==> config.mk <==
export PLATFORM = sky130hd
export DESIGN_NAME = sorted_insertion_list_unit_flat
export DESIGN_NICKNAME = d
export VERILOG_FILES = /design/src/rtl/sil_pkg.sv /design/src/rtl/sil_if.sv /design/src/rtl/sil_ctrl.sv /design/src/rtl/sil_dp.sv /design/src/rtl/sorted_insertion_list_unit.sv /design/src/flat_wrapper.sv
export SDC_FILE = /design/constraint.sdc
export NUM_CORES = 2
export LEC_CHECK = 0
export ABC_AREA = 1
export BUFFER_PORTS_ARGS = -buffer_cell sky130_fd_sc_hd__buf_2
export CAP_MARGIN = 10
export CORE_UTILIZATION = 45
export CTS_CLUSTER_SIZE = 12
export DETAILED_ROUTE_END_ITERATION = 6
export REMOVE_ABC_BUFFERS = 1
export SLEW_MARGIN = 5
export SYNTH_ARGS = -nofsm -noshare
export SYNTH_HDL_FRONTEND = slang
export SYNTH_SLANG_ARGS = --single-unit
==> constraint.sdc <==
create_clock -name clk -period 15.97 [get_ports clk]
set_clock_uncertainty 0.05 [all_clocks]
set_input_delay 0 -clock clk [delete_from_list [all_inputs] [get_ports clk]]
set_output_delay 0 -clock clk [all_outputs]
set_load 0.02 [all_outputs]
==> src/rtl/sil_pkg.sv <==
`default_nettype none
// ----------------------------------------------------------------------------
// sil_pkg
// Shared types, codes and defaults for the sorted insertion list unit.
// ----------------------------------------------------------------------------
package sil_pkg;

  localparam int CAPACITY_DEF = 16;
  localparam int WORD_W       = 32;
  localparam int STATUS_W     = 2;

  typedef logic signed [WORD_W-1:0] sil_word_t;
  typedef logic [STATUS_W-1:0]      sil_status_t;

  // Input operation codes
  localparam logic OP_INSERT  = 1'b0;
  localparam logic OP_READOUT = 1'b1;

  // Result status codes
  localparam sil_status_t STATUS_OK    = 2'd0;
  localparam sil_status_t STATUS_FULL  = 2'd1;
  localparam sil_status_t STATUS_EMPTY = 2'd2;

  // Controller to datapath commands
  typedef struct packed {
    logic        insert;         // shift larger entries up and place the new value
    logic        snap;           // copy the store into the readout shift line
    logic        emit;           // load the head of the readout line into the output
    logic        single;         // load a one-shot result with zero value
    sil_status_t single_status;
  } sil_cmd_t;

  // Datapath to controller status
  typedef struct packed {
    logic full;
    logic empty;
    logic rd_last;               // next emit is the final readout result
    logic out_busy;              // output register holds a result that is not taken
  } sil_stat_t;

endpackage : sil_pkg
`default_nettype wire

==> src/rtl/sil_if.sv <==
`default_nettype none
// ----------------------------------------------------------------------------
// sil_if
// Valid/ready channels of the sorted insertion list unit: the input item
// channel and the result channel.
// ----------------------------------------------------------------------------
interface sil_in_if;
  logic               valid;
  logic               ready;
  logic               op;
  logic signed [31:0] value;

  modport source (output valid, output op, output value, input ready);
  modport sink   (input valid, input op, input value, output ready);
endinterface : sil_in_if

interface sil_out_if;
  logic               valid;
  logic               ready;
  logic signed [31:0] out_value;
  logic [1:0]         status;
  logic               last;

  modport source (output valid, output out_value, output status, output last,
                  input ready);
  modport sink   (input valid, input out_value, input status, input last,
                  output ready);
endinterface : sil_out_if
`default_nettype wire

==> src/rtl/sil_ctrl.sv <==
`default_nettype none
// ----------------------------------------------------------------------------
// sil_ctrl
// Controller: accepts input transactions, decodes them into datapath
// commands and sequences the readout burst.
// ----------------------------------------------------------------------------
module sil_ctrl (
  input  logic               clk,
  input  logic               rst_n,
  input  logic               in_valid,
  input  logic               in_op,
  output logic               in_ready,
  input  sil_pkg::sil_stat_t stat,
  output sil_pkg::sil_cmd_t  cmd
);
  import sil_pkg::*;

  localparam logic ST_IDLE = 1'b0;
  localparam logic ST_READ = 1'b1;

  logic state_r;
  logic state_nxt;
  logic accept;

  assign in_ready = (state_r == ST_IDLE) && !stat.out_busy;
  assign accept   = in_valid && in_ready;

  always_comb begin
    cmd               = '0;
    cmd.single_status = STATUS_OK;
    state_nxt         = state_r;
    case (state_r)
      ST_IDLE: begin
        if (accept) begin
          if (in_op == OP_INSERT) begin
            cmd.insert        = !stat.full;
            cmd.single        = 1'b1;
            cmd.single_status = stat.full ? STATUS_FULL : STATUS_OK;
          end else if (stat.empty) begin
            cmd.single        = 1'b1;
            cmd.single_status = STATUS_EMPTY;
          end else begin
            cmd.snap  = 1'b1;
            state_nxt = ST_READ;
          end
        end
      end
      ST_READ: begin
        // advance one value whenever the output register frees up
        if (!stat.out_busy) begin
          cmd.emit = 1'b1;
          if (stat.rd_last) begin
            state_nxt = ST_IDLE;
          end
        end
      end
      default: begin
        state_nxt = ST_IDLE;
      end
    endcase
  end

  always_ff @(posedge clk) begin
    if (!rst_n) begin
      state_r <= ST_IDLE;
    end else begin
      state_r <= state_nxt;
    end
  end

endmodule : sil_ctrl
`default_nettype wire

==> src/rtl/sil_dp.sv <==
`default_nettype none
// ----------------------------------------------------------------------------
// sil_dp
// Datapath: a row of sorted cells with parallel compare-and-shift insert,
// a readout shift line, the entry count and the result output register.
// ----------------------------------------------------------------------------
module sil_dp #(
  parameter int CAPACITY = sil_pkg::CAPACITY_DEF
) (
  input  logic               clk,
  input  logic               rst_n,
  input  sil_pkg::sil_word_t in_value,
  input  sil_pkg::sil_cmd_t  cmd,
  output sil_pkg::sil_stat_t stat,
  input  logic               out_ready,
  output logic               out_valid,
  output sil_pkg::sil_word_t out_value,
  output sil_pkg::sil_status_t out_status,
  output logic               out_last
);
  import sil_pkg::*;

  localparam int CW = $clog2(CAPACITY + 1);

  sil_word_t           cells_r [CAPACITY];
  sil_word_t           shadow_r[CAPACITY];
  logic [CW-1:0]       count_r;
  logic [CW-1:0]       count_nxt;
  logic [CW-1:0]       rd_cnt_r;
  logic [CW-1:0]       rd_cnt_nxt;
  logic                out_valid_r;
  logic                out_valid_nxt;
  sil_word_t           out_value_r;
  sil_status_t         out_status_r;
  logic                out_last_r;
  logic [CAPACITY-1:0] take;

  // A cell takes new data if it holds a valid larger value or is the first free slot
  always_comb begin
    for (int i = 0; i < CAPACITY; i++) begin
      take[i] = ((CW'(i) < count_r) && (cells_r[i] > in_value)) || (CW'(i) == count_r);
    end
  end

  for (genvar g = 0; g < CAPACITY; g++) begin : g_cell
    localparam int PREV = (g > 0) ? g - 1 : 0;

    always_ff @(posedge clk) begin
      if (cmd.insert && take[g]) begin
        if (g == 0) begin
          cells_r[g] <= in_value;
        end else begin
          cells_r[g] <= take[PREV] ? cells_r[PREV] : in_value;
        end
      end
      if (cmd.snap) begin
        shadow_r[g] <= cells_r[g];
      end else if (cmd.emit) begin
        if (g < CAPACITY - 1) begin
          shadow_r[g] <= shadow_r[(g < CAPACITY - 1) ? g + 1 : g];
        end
      end
    end
  end

  always_comb begin
    count_nxt = count_r;
    if (cmd.insert) begin
      count_nxt = count_r + CW'(1);
    end
    rd_cnt_nxt = rd_cnt_r;
    if (cmd.snap) begin
      rd_cnt_nxt = count_r;
    end else if (cmd.emit) begin
      rd_cnt_nxt = rd_cnt_r - CW'(1);
    end
    out_valid_nxt = out_valid_r;
    if (cmd.single || cmd.emit) begin
      out_valid_nxt = 1'b1;
    end else if (out_ready) begin
      out_valid_nxt = 1'b0;
    end
  end

  always_ff @(posedge clk) begin
    if (!rst_n) begin
      count_r     <= '0;
      rd_cnt_r    <= '0;
      out_valid_r <= 1'b0;
    end else begin
      count_r     <= count_nxt;
      rd_cnt_r    <= rd_cnt_nxt;
      out_valid_r <= out_valid_nxt;
    end
  end

  always_ff @(posedge clk) begin
    if (cmd.single) begin
      out_value_r  <= '0;
      out_status_r <= cmd.single_status;
      out_last_r   <= 1'b1;
    end else if (cmd.emit) begin
      out_value_r  <= shadow_r[0];
      out_status_r <= STATUS_OK;
      out_last_r   <= (rd_cnt_r == CW'(1));
    end
  end

  assign stat.full     = (count_r == CW'(CAPACITY));
  assign stat.empty    = (count_r == '0);
  assign stat.rd_last  = (rd_cnt_r == CW'(1));
  assign stat.out_busy = out_valid_r && !out_ready;

  assign out_valid  = out_valid_r;
  assign out_value  = out_value_r;
  assign out_status = out_status_r;
  assign out_last   = out_last_r;

`ifndef SYNTHESIS
  a_count_bound: assert property (@(posedge clk) disable iff (!rst_n)
    count_r <= CW'(CAPACITY))
    else $error("entry count exceeds capacity");

  a_insert_grows: assert property (@(posedge clk) disable iff (!rst_n)
    cmd.insert |=> (count_r == $past(count_r) + CW'(1)))
    else $error("insert did not advance the entry count");

  a_emit_has_data: assert property (@(posedge clk) disable iff (!rst_n)
    cmd.emit |-> (rd_cnt_r != '0))
    else $error("readout emit with no values left");

  a_no_overwrite: assert property (@(posedge clk) disable iff (!rst_n)
    (cmd.single || cmd.emit) |-> !(out_valid_r && !out_ready))
    else $error("output register overwritten while stalled");

  a_insert_not_full: assert property (@(posedge clk) disable iff (!rst_n)
    cmd.insert |-> !stat.full)
    else $error("insert into a full store");
`endif

endmodule : sil_dp
`default_nettype wire

==> src/rtl/sorted_insertion_list_unit.sv <==
`default_nettype none
// ----------------------------------------------------------------------------
// sorted_insertion_list_unit
// Bounded store of signed 32-bit values kept in ascending order, with
// stable insert and in-order readout.
// ----------------------------------------------------------------------------
//  Channel   Dir  Payload                      Transaction
//  in_ch     in   op, value                    one insert or readout request
//  out_ch    out  out_value, status, last      one result
//
//  Insert (ok or full) and readout of an empty store: one result per item. Readout
//  of n values: the store is first copied into the readout shift line, then one
//  result per cycle while out_ch does not stall; the next item is taken once the
//  last result is loaded and out_ch takes it.
//  A stall on out_ch holds the output register and holds off in_ch.
//  Reset is synchronous on rst_n and empties the store.
// ----------------------------------------------------------------------------
module sorted_insertion_list_unit #(
  parameter int CAPACITY = sil_pkg::CAPACITY_DEF
) (
  input logic       clk,
  input logic       rst_n,
  sil_in_if.sink    in_ch,
  sil_out_if.source out_ch
);
  import sil_pkg::*;

  sil_cmd_t  cmd;
  sil_stat_t stat;

  sil_ctrl u_ctrl (
    .clk      (clk),
    .rst_n    (rst_n),
    .in_valid (in_ch.valid),
    .in_op    (in_ch.op),
    .in_ready (in_ch.ready),
    .stat     (stat),
    .cmd      (cmd)
  );

  sil_dp #(
    .CAPACITY (CAPACITY)
  ) u_dp (
    .clk        (clk),
    .rst_n      (rst_n),
    .in_value   (in_ch.value),
    .cmd        (cmd),
    .stat       (stat),
    .out_ready  (out_ch.ready),
    .out_valid  (out_ch.valid),
    .out_value  (out_ch.out_value),
    .out_status (out_ch.status),
    .out_last   (out_ch.last)
  );

endmodule : sorted_insertion_list_unit
`default_nettype wire
==> src/flat_wrapper.sv <==
// flat-port wrapper written by rule: the top's interface ports become plain ports
module sorted_insertion_list_unit_flat import sil_pkg::*;
#(
  parameter int CAPACITY = sil_pkg::CAPACITY_DEF
)
  (clk, rst_n, in_ch_valid, in_ch_op, in_ch_value, in_ch_ready, out_ch_valid, out_ch_out_value, out_ch_status, out_ch_last, out_ch_ready);
  sil_in_if in_ch_i ();
  sil_out_if out_ch_i ();
  input logic clk;
  input logic rst_n;
  input wire logic [$bits(in_ch_i.valid)-1:0] in_ch_valid;
  input wire logic [$bits(in_ch_i.op)-1:0] in_ch_op;
  input wire logic [$bits(in_ch_i.value)-1:0] in_ch_value;
  output wire logic [$bits(in_ch_i.ready)-1:0] in_ch_ready;
  output wire logic [$bits(out_ch_i.valid)-1:0] out_ch_valid;
  output wire logic [$bits(out_ch_i.out_value)-1:0] out_ch_out_value;
  output wire logic [$bits(out_ch_i.status)-1:0] out_ch_status;
  output wire logic [$bits(out_ch_i.last)-1:0] out_ch_last;
  input wire logic [$bits(out_ch_i.ready)-1:0] out_ch_ready;
  assign in_ch_i.valid = in_ch_valid;
  assign in_ch_i.op = in_ch_op;
  assign in_ch_i.value = in_ch_value;
  assign in_ch_ready = in_ch_i.ready;
  assign out_ch_valid = out_ch_i.valid;
  assign out_ch_out_value = out_ch_i.out_value;
  assign out_ch_status = out_ch_i.status;
  assign out_ch_last = out_ch_i.last;
  assign out_ch_i.ready = out_ch_ready;
  sorted_insertion_list_unit #(.CAPACITY(CAPACITY)) u_core (.clk(clk), .rst_n(rst_n), .in_ch(in_ch_i), .out_ch(out_ch_i));
endmodule
### Yosys cells after proc, flatten, opt, wreduce, memory -nomap -nowiden

Memories as Yosys holds them, arrays and structs flattened. A register that Yosys moved wholly into a read port is not among the register bits.
Cells that the tools add are included.

| storage, ports and cells | value |
|---|---|
| memory bits (writable) | 1024 |
| ROM bits | 0 |
| latch bits | 0 |
| input port bits | 37 |
| output and inout bits | 37 |
| register bits | 15 |
| memories kept | 2 |

Memories:

| memory | depth | bits a word | read ports | clocked after Yosys merged registers in | wr ports | RTL line | RTL |
|---|---|---|---|---|---|---|---|
| u_core.u_dp.cells_r | 16 | 32 | 16 | 0 | 16 | sil_dp.sv:25 | `sil_word_t cells_r [CAPACITY];` |
| u_core.u_dp.shadow_r | 16 | 32 | 16 | 1 | 16 | sil_dp.sv:26 | `sil_word_t shadow_r[CAPACITY];` |

| operators by class | value |
|---|---|
| reduce and logical (&&, ||, !) cells | 59 |
| $mul | 0 |
| magnitude comparators | 32 |
| $add $sub $neg | 2 |
| muxes and demuxes | 89 |
| equality and inequality tests | 17 |
| shift operators | 0 |
| div/mod/pow operators | 0 |
| bitwise operators | 16 |

Operator list:

| kind | number |
|---|---|
| 32-bit 2-to-1 mux | 30 |
| 32-bit > comparator | 16 |
| 1-bit 2-to-1 mux | 48 |
| 4-bit by 5-bit == test with 1-bit output, first input constant | 8 |
| 4-bit by 5-bit less-than comparator with 1-bit output, first input constant | 8 |
| 1-bit logical AND | 35 |
| 3-bit by 5-bit == test with 1-bit output, first input constant | 4 |
| 3-bit by 5-bit less-than comparator with 1-bit output, first input constant | 4 |
| 1-bit logical OR | 17 |
| 1-bit bitwise OR | 15 |
| 3-bit 2-to-1 mux | 4 |
| 2-bit by 5-bit == test with 1-bit output, first input constant | 2 |
| 1-bit by 5-bit less-than comparator with 1-bit output, first input constant | 2 |
| 2-bit by 5-bit less-than comparator with 1-bit output, first input constant | 2 |
| 5-bit 2-to-1 mux | 2 |
| 2-bit 2-to-1 mux | 4 |
| 2-bit nonzero test | 3 |
| 5-bit by 1-bit adder with 5-bit output, second input constant | 1 |
| 1-bit by 5-bit == test with 1-bit output, first input constant | 1 |
| 5-bit by 1-bit == test with 1-bit output, second input constant | 1 |
| 5-bit == test, second input constant | 1 |
| 5-bit logical NOT | 1 |
| 5-bit by 1-bit subtractor with 5-bit output, second input constant | 1 |
| 1-bit logical NOT | 3 |
| other kinds (2) | 2 |

### Depth between registers and ports, before layout

| logic depth | value |
|---|---|
| depth in word-level cells | 10 |
| gate-level depth with buffers | 20 |
| mapped depth without buffers | 18 |

### By module

Synthesis repeated with hierarchy kept, for this count alone.

| second synthesis, totals | value |
|---|---|
| cells, all modules | 6200 |
| area, all modules | 57779.2 um^2 |

By module, submodules not included:

| module | cells each | area each (um^2) | instances | sequential area each (um^2) |
|---|---|---|---|---|
| sil_dp | 6181 | 57659.0 | 1 | 31690.4 |
| sil_ctrl | 19 | 120.1 | 1 | 20.0 |

### Worst setup path after synthesis

No wires, ideal clock.

| path | value |
|---|---|
| kind | register to register |
| start point | register u_core.u_dp.count_r[0] |
| end point | memory u_core.u_dp.shadow_r[0][0] (netlist bit), enable pin |
| arrival | 12.296 ns |
| cell stages (with the launch flop) | 11 |
| path slack | 2.796 ns |
| path through | dfxtp_1 > buf_2 > inv_1 > ha_1 > inv_1 > nor2_1 > nand2_2 > nand2_1 > nor2_1 > nor2_1 > inv_1 |

RTL lines:

| what | RTL line | RTL |
|---|---|---|
| from (decl) | sil_dp.sv:27 | `logic [CW-1:0] count_r;` |
| from (signal assigned) | sil_dp.sv:91 | `count_r <= count_nxt;` |
| to (decl) | sil_dp.sv:26 |  |

==> results by group <==
STA
  – Fin. Hold Viols: 0
  – Max_slew headroom: 17.8%
  – Setup WS post-layout: 9790 ps
  – Tcrit/Tclk final: 38.7%
  – Minimum clock period: 6180 ps
  – Hold slack: 186 ps
  – Worst-margin pin slew: 1230 ps
  – Post-Route Setup TNS: 0 ps
  – Fmax: 162 MHz
  – Final Setup Violations: 0
  – Final slew viol count: 0
  – RSZ-0062 raised after global routing: false

Place
  – Final HPWL DP: 109 mm
  – Placer Congestion: 0.864
  – Port bufs: 73
  – Dpl ws: 9820 ps

Clock tree
  – Total CTS buffers: 117
  – H-tree depth: 3
  – CTS tree: yes
  – # resized after CTS: 0
  – Root buf cell: clkbuf_16
  – Clk buf depth: 3
  – # clock sinks: 1071
  – Clock-pin slew on the worst setup and hold paths: 60 ps
  – Clk Latency, worst-skew pair: 750 ps
  – Setup Buffers After CTS: 0

Synth
  – Ys flop type: edfxtp_1
  – Post-synthesis sequential area ratio: 54.7%
  – Number of synthesized register bits: 1071
  – Cell taking the most area after synthesis: edfxtp_1
  – Top cells by count, synth: 2946 x nand2_1, 1026 x edfxtp_1, 565 x nand3_1, 517 x ha_1, 269 x a21oi_1
  – Leading post-synthesis cells by cell area: edfxtp_1 53%, nand2_1 19%, ha_1 11%
  – Number of synthesized flops with an enable pin: 1026
  – Ys Warns: 0
  – Cell Area, Synth: 0.0579 sq mm
  – Most numerous cell in the Yosys netlist: nand2_1
  – Mean Syn Cell Area: 9.17 sq um
  – Cell variety after synth: 40
  – Async SR Flop Fraction: 0%
  – Synthesized instance count: 6316
  – Top-area cell type share of the netlist area: 53.2%

Setup path
  – CP Launch Type: register
  – WP data arrival: 6480 ps
  – Crit path kind: register to register
  – Slowest stage delay, CP: 870 ps
  – CP Max Fanout: 177
  – Top delay family on crit path: buffers and inverters
  – Crit path from: u_core.u_dp.count_r[0]
  – Slowest CP cell: buf_4
  – CP endpoint kind: register
  – WP buf/inv: 6
  – Critical Path, Cell by Cell: inv_1 > ha_1 > inv_1 > nor2_1 > nand2_2 > nand2_1 > nor2_4 > buf_4 > nor2_1 > inv_8 > buf_12 > buf_4
  – FF-to-FF Start: u_core.u_dp.count_r[0]
  – WP data required: 16270 ps

Drt
  – Drt pass-1 iters: 6
  – Residual DRC count: 0
  – Met2 routed WL: 73.1 mm
  – Met3 routed WL: 10.8 mm
  – Total wire length: 161 mm
  – DR iter-0 viols: 4124
  – Drt wl/cell: 20.0 microns
  – DR vias/cell: 5.48
  – Vias: 44000
  – Top Metal Used: met5
  – ANT nets after route: 0
  – Met1 WL: 71.7 mm

Floorplan
  – Top Ports: 74
  – Initial Util: 45.4%
  – Die footprint: 0.130 sq mm
  – Die Span Y: 361 microns
  – Die X: 361 microns
  – Row count: 131
  – Core area: 0.128 sq mm

Finish
  – Layout cells sized above 1: 5.65%
  – Final core utilization: 50.0%
  – Area grow syn2layout: 10.1%
  – Net count, final: 6830
  – ANT cells: 0
  – Filler cells: 11800

Run
  – Number of max-cap violations: 0

Global routing
  – Initial antenna violation count: 1
  – Total GRT Usage: 24.6%
  – Number of global-route vias before repair: 42400
  – First-pass GRT wire length: 250 mm
  – Pin count of the biggest net entering global routing: 181
  – Grt total ovfl: 0

Pwr
  – Leak pwr: 27.9 nW
  – Max VDD drop: 0.0000965 V
  – PwrDens: 103 mW/mm^2
  – Total power draw: 6.59 mW

Min path
  – Hold_sp: rst_n
  – Hold Path Class: input pin to register

Outcome
  – Status: finished, final reports clean
[flip-flops by register name, indices dropped and copies added (netlist names)]
name / flops
u_core.u_dp.out_status: 2
u_core.u_dp.out_value: 32
u_core.u_dp.cells_r: 512
u_core.u_ctrl.state_r: 1
u_core.u_dp.out_valid: 1
u_core.u_dp.out_last: 1
u_core.u_dp.rd_cnt_r: 5
u_core.u_dp.shadow_r: 512
u_core.u_dp.count_r: 5
[stage by stage]
step,cells,cell area [sq um]
2_1_floorplan,5992,56500
3_3_place_gp,7782,59600
3_5_place_dp,7782,59600
4_1_cts,8036,63800
5_1_grt,8036,63800
6_report,8036,63800
[final cells by class]
cell class              count  area, sq um  area share, %
multi-input cells        4719        24200           38.0
clock inverters            49          463          0.726
clock buffers             168         3370           5.29
inverters                 202          773           1.21
well taps                1662         2080           3.26
flip-flops and latches   1071        31700           49.7
repair buffers            165         1190           1.86
[kinds of logic after synthesis]
| group | synth area share, % |
|---|---|
| fa+ha+maj | 11.2 |
| xor+xnor | 0.0302 |
| simple gates | 26.2 |
| flops | 54.7 |
| compound gates | 4.01 |
| buf+inv | 3.81 |
[worst paths after layout]
| check | end | slack, ps | cells past startpoint |
|---|---|---|---|
| worst max-delay path | u_core.u_dp.shadow_r[13][20] | 9790 | 12 |
| worst min-delay path | u_core.u_dp.count_r[0] | 190 | 4 |
| worst max register to register | u_core.u_dp.shadow_r[13][20] | 9790 | 12 |
| worst min register to register | u_core.u_dp.shadow_r[15][0] | 400 | 0 |
[worst min-delay path, delay by kind of cell]
family	cells	cell delay (ps)
buffers and inverters	2	800
AOI/OAI and AO/OA	2	130
[timing repair]
| item | in CTS | in global routing |
|---|---|---|
| setup endpoints to repair | 0 | 0 |
| endpoints found under the hold margin | 526 | 0 |
| hold buffers | 37 | 0 |
[routing by layer]
layer / GRT usage, % / vias to the layer above
li1: - / 21300
met1: 34.2 / 20900
met2: 39.0 / 1533
met3: 3.94 / 293
met4: 8.14 / 2
met5: 0 / -
[where the power goes]
part           leakage [nW]  switching (mW)  internal, mW
Sequential             9.69          0.0332          3.21
Clock                  1.89            1.17          1.59
Combinational          16.4           0.427         0.174
[cell usage in the layout, fill, tap and decap left out, types with 5 or more instances in the layout]
| master | synthesis | final |
|---|---|---|
| a21oi_1 | 269 | 253 |
| a21oi_4 | 0 | 16 |
| a41oi_1 | 6 | 6 |
| buf_2 | 72 | 73 |
| buf_4 | 36 | 52 |
| bufinv_16 | 0 | 8 |
| clkbuf_1 | 214 | 29 |
| clkbuf_16 | 0 | 120 |
| clkbuf_8 | 0 | 19 |
| clkinv_1 | 0 | 15 |
| clkinv_2 | 0 | 21 |
| dfxtp_1 | 45 | 45 |
| dlygate4sd3_1 | 0 | 37 |
| edfxtp_1 | 1026 | 1026 |
| ha_1 | 517 | 517 |
| inv_1 | 196 | 195 |
| inv_2 | 6 | 5 |
| nand2_1 | 2946 | 2944 |
| nand2_2 | 8 | 10 |
| nand3_1 | 565 | 564 |
| nand3_2 | 12 | 13 |
| nand4_1 | 39 | 39 |
| nor2_1 | 157 | 155 |
| nor3_1 | 23 | 23 |
| nor3b_1 | 5 | 5 |
| nor4_1 | 5 | 5 |
| nor4_2 | 6 | 6 |
| o211ai_1 | 6 | 6 |
| o21a_1 | 31 | 31 |
| o21ai_0 | 85 | 85 |
| o21bai_1 | 16 | 16 |
(Power assumes the default switching activity.)
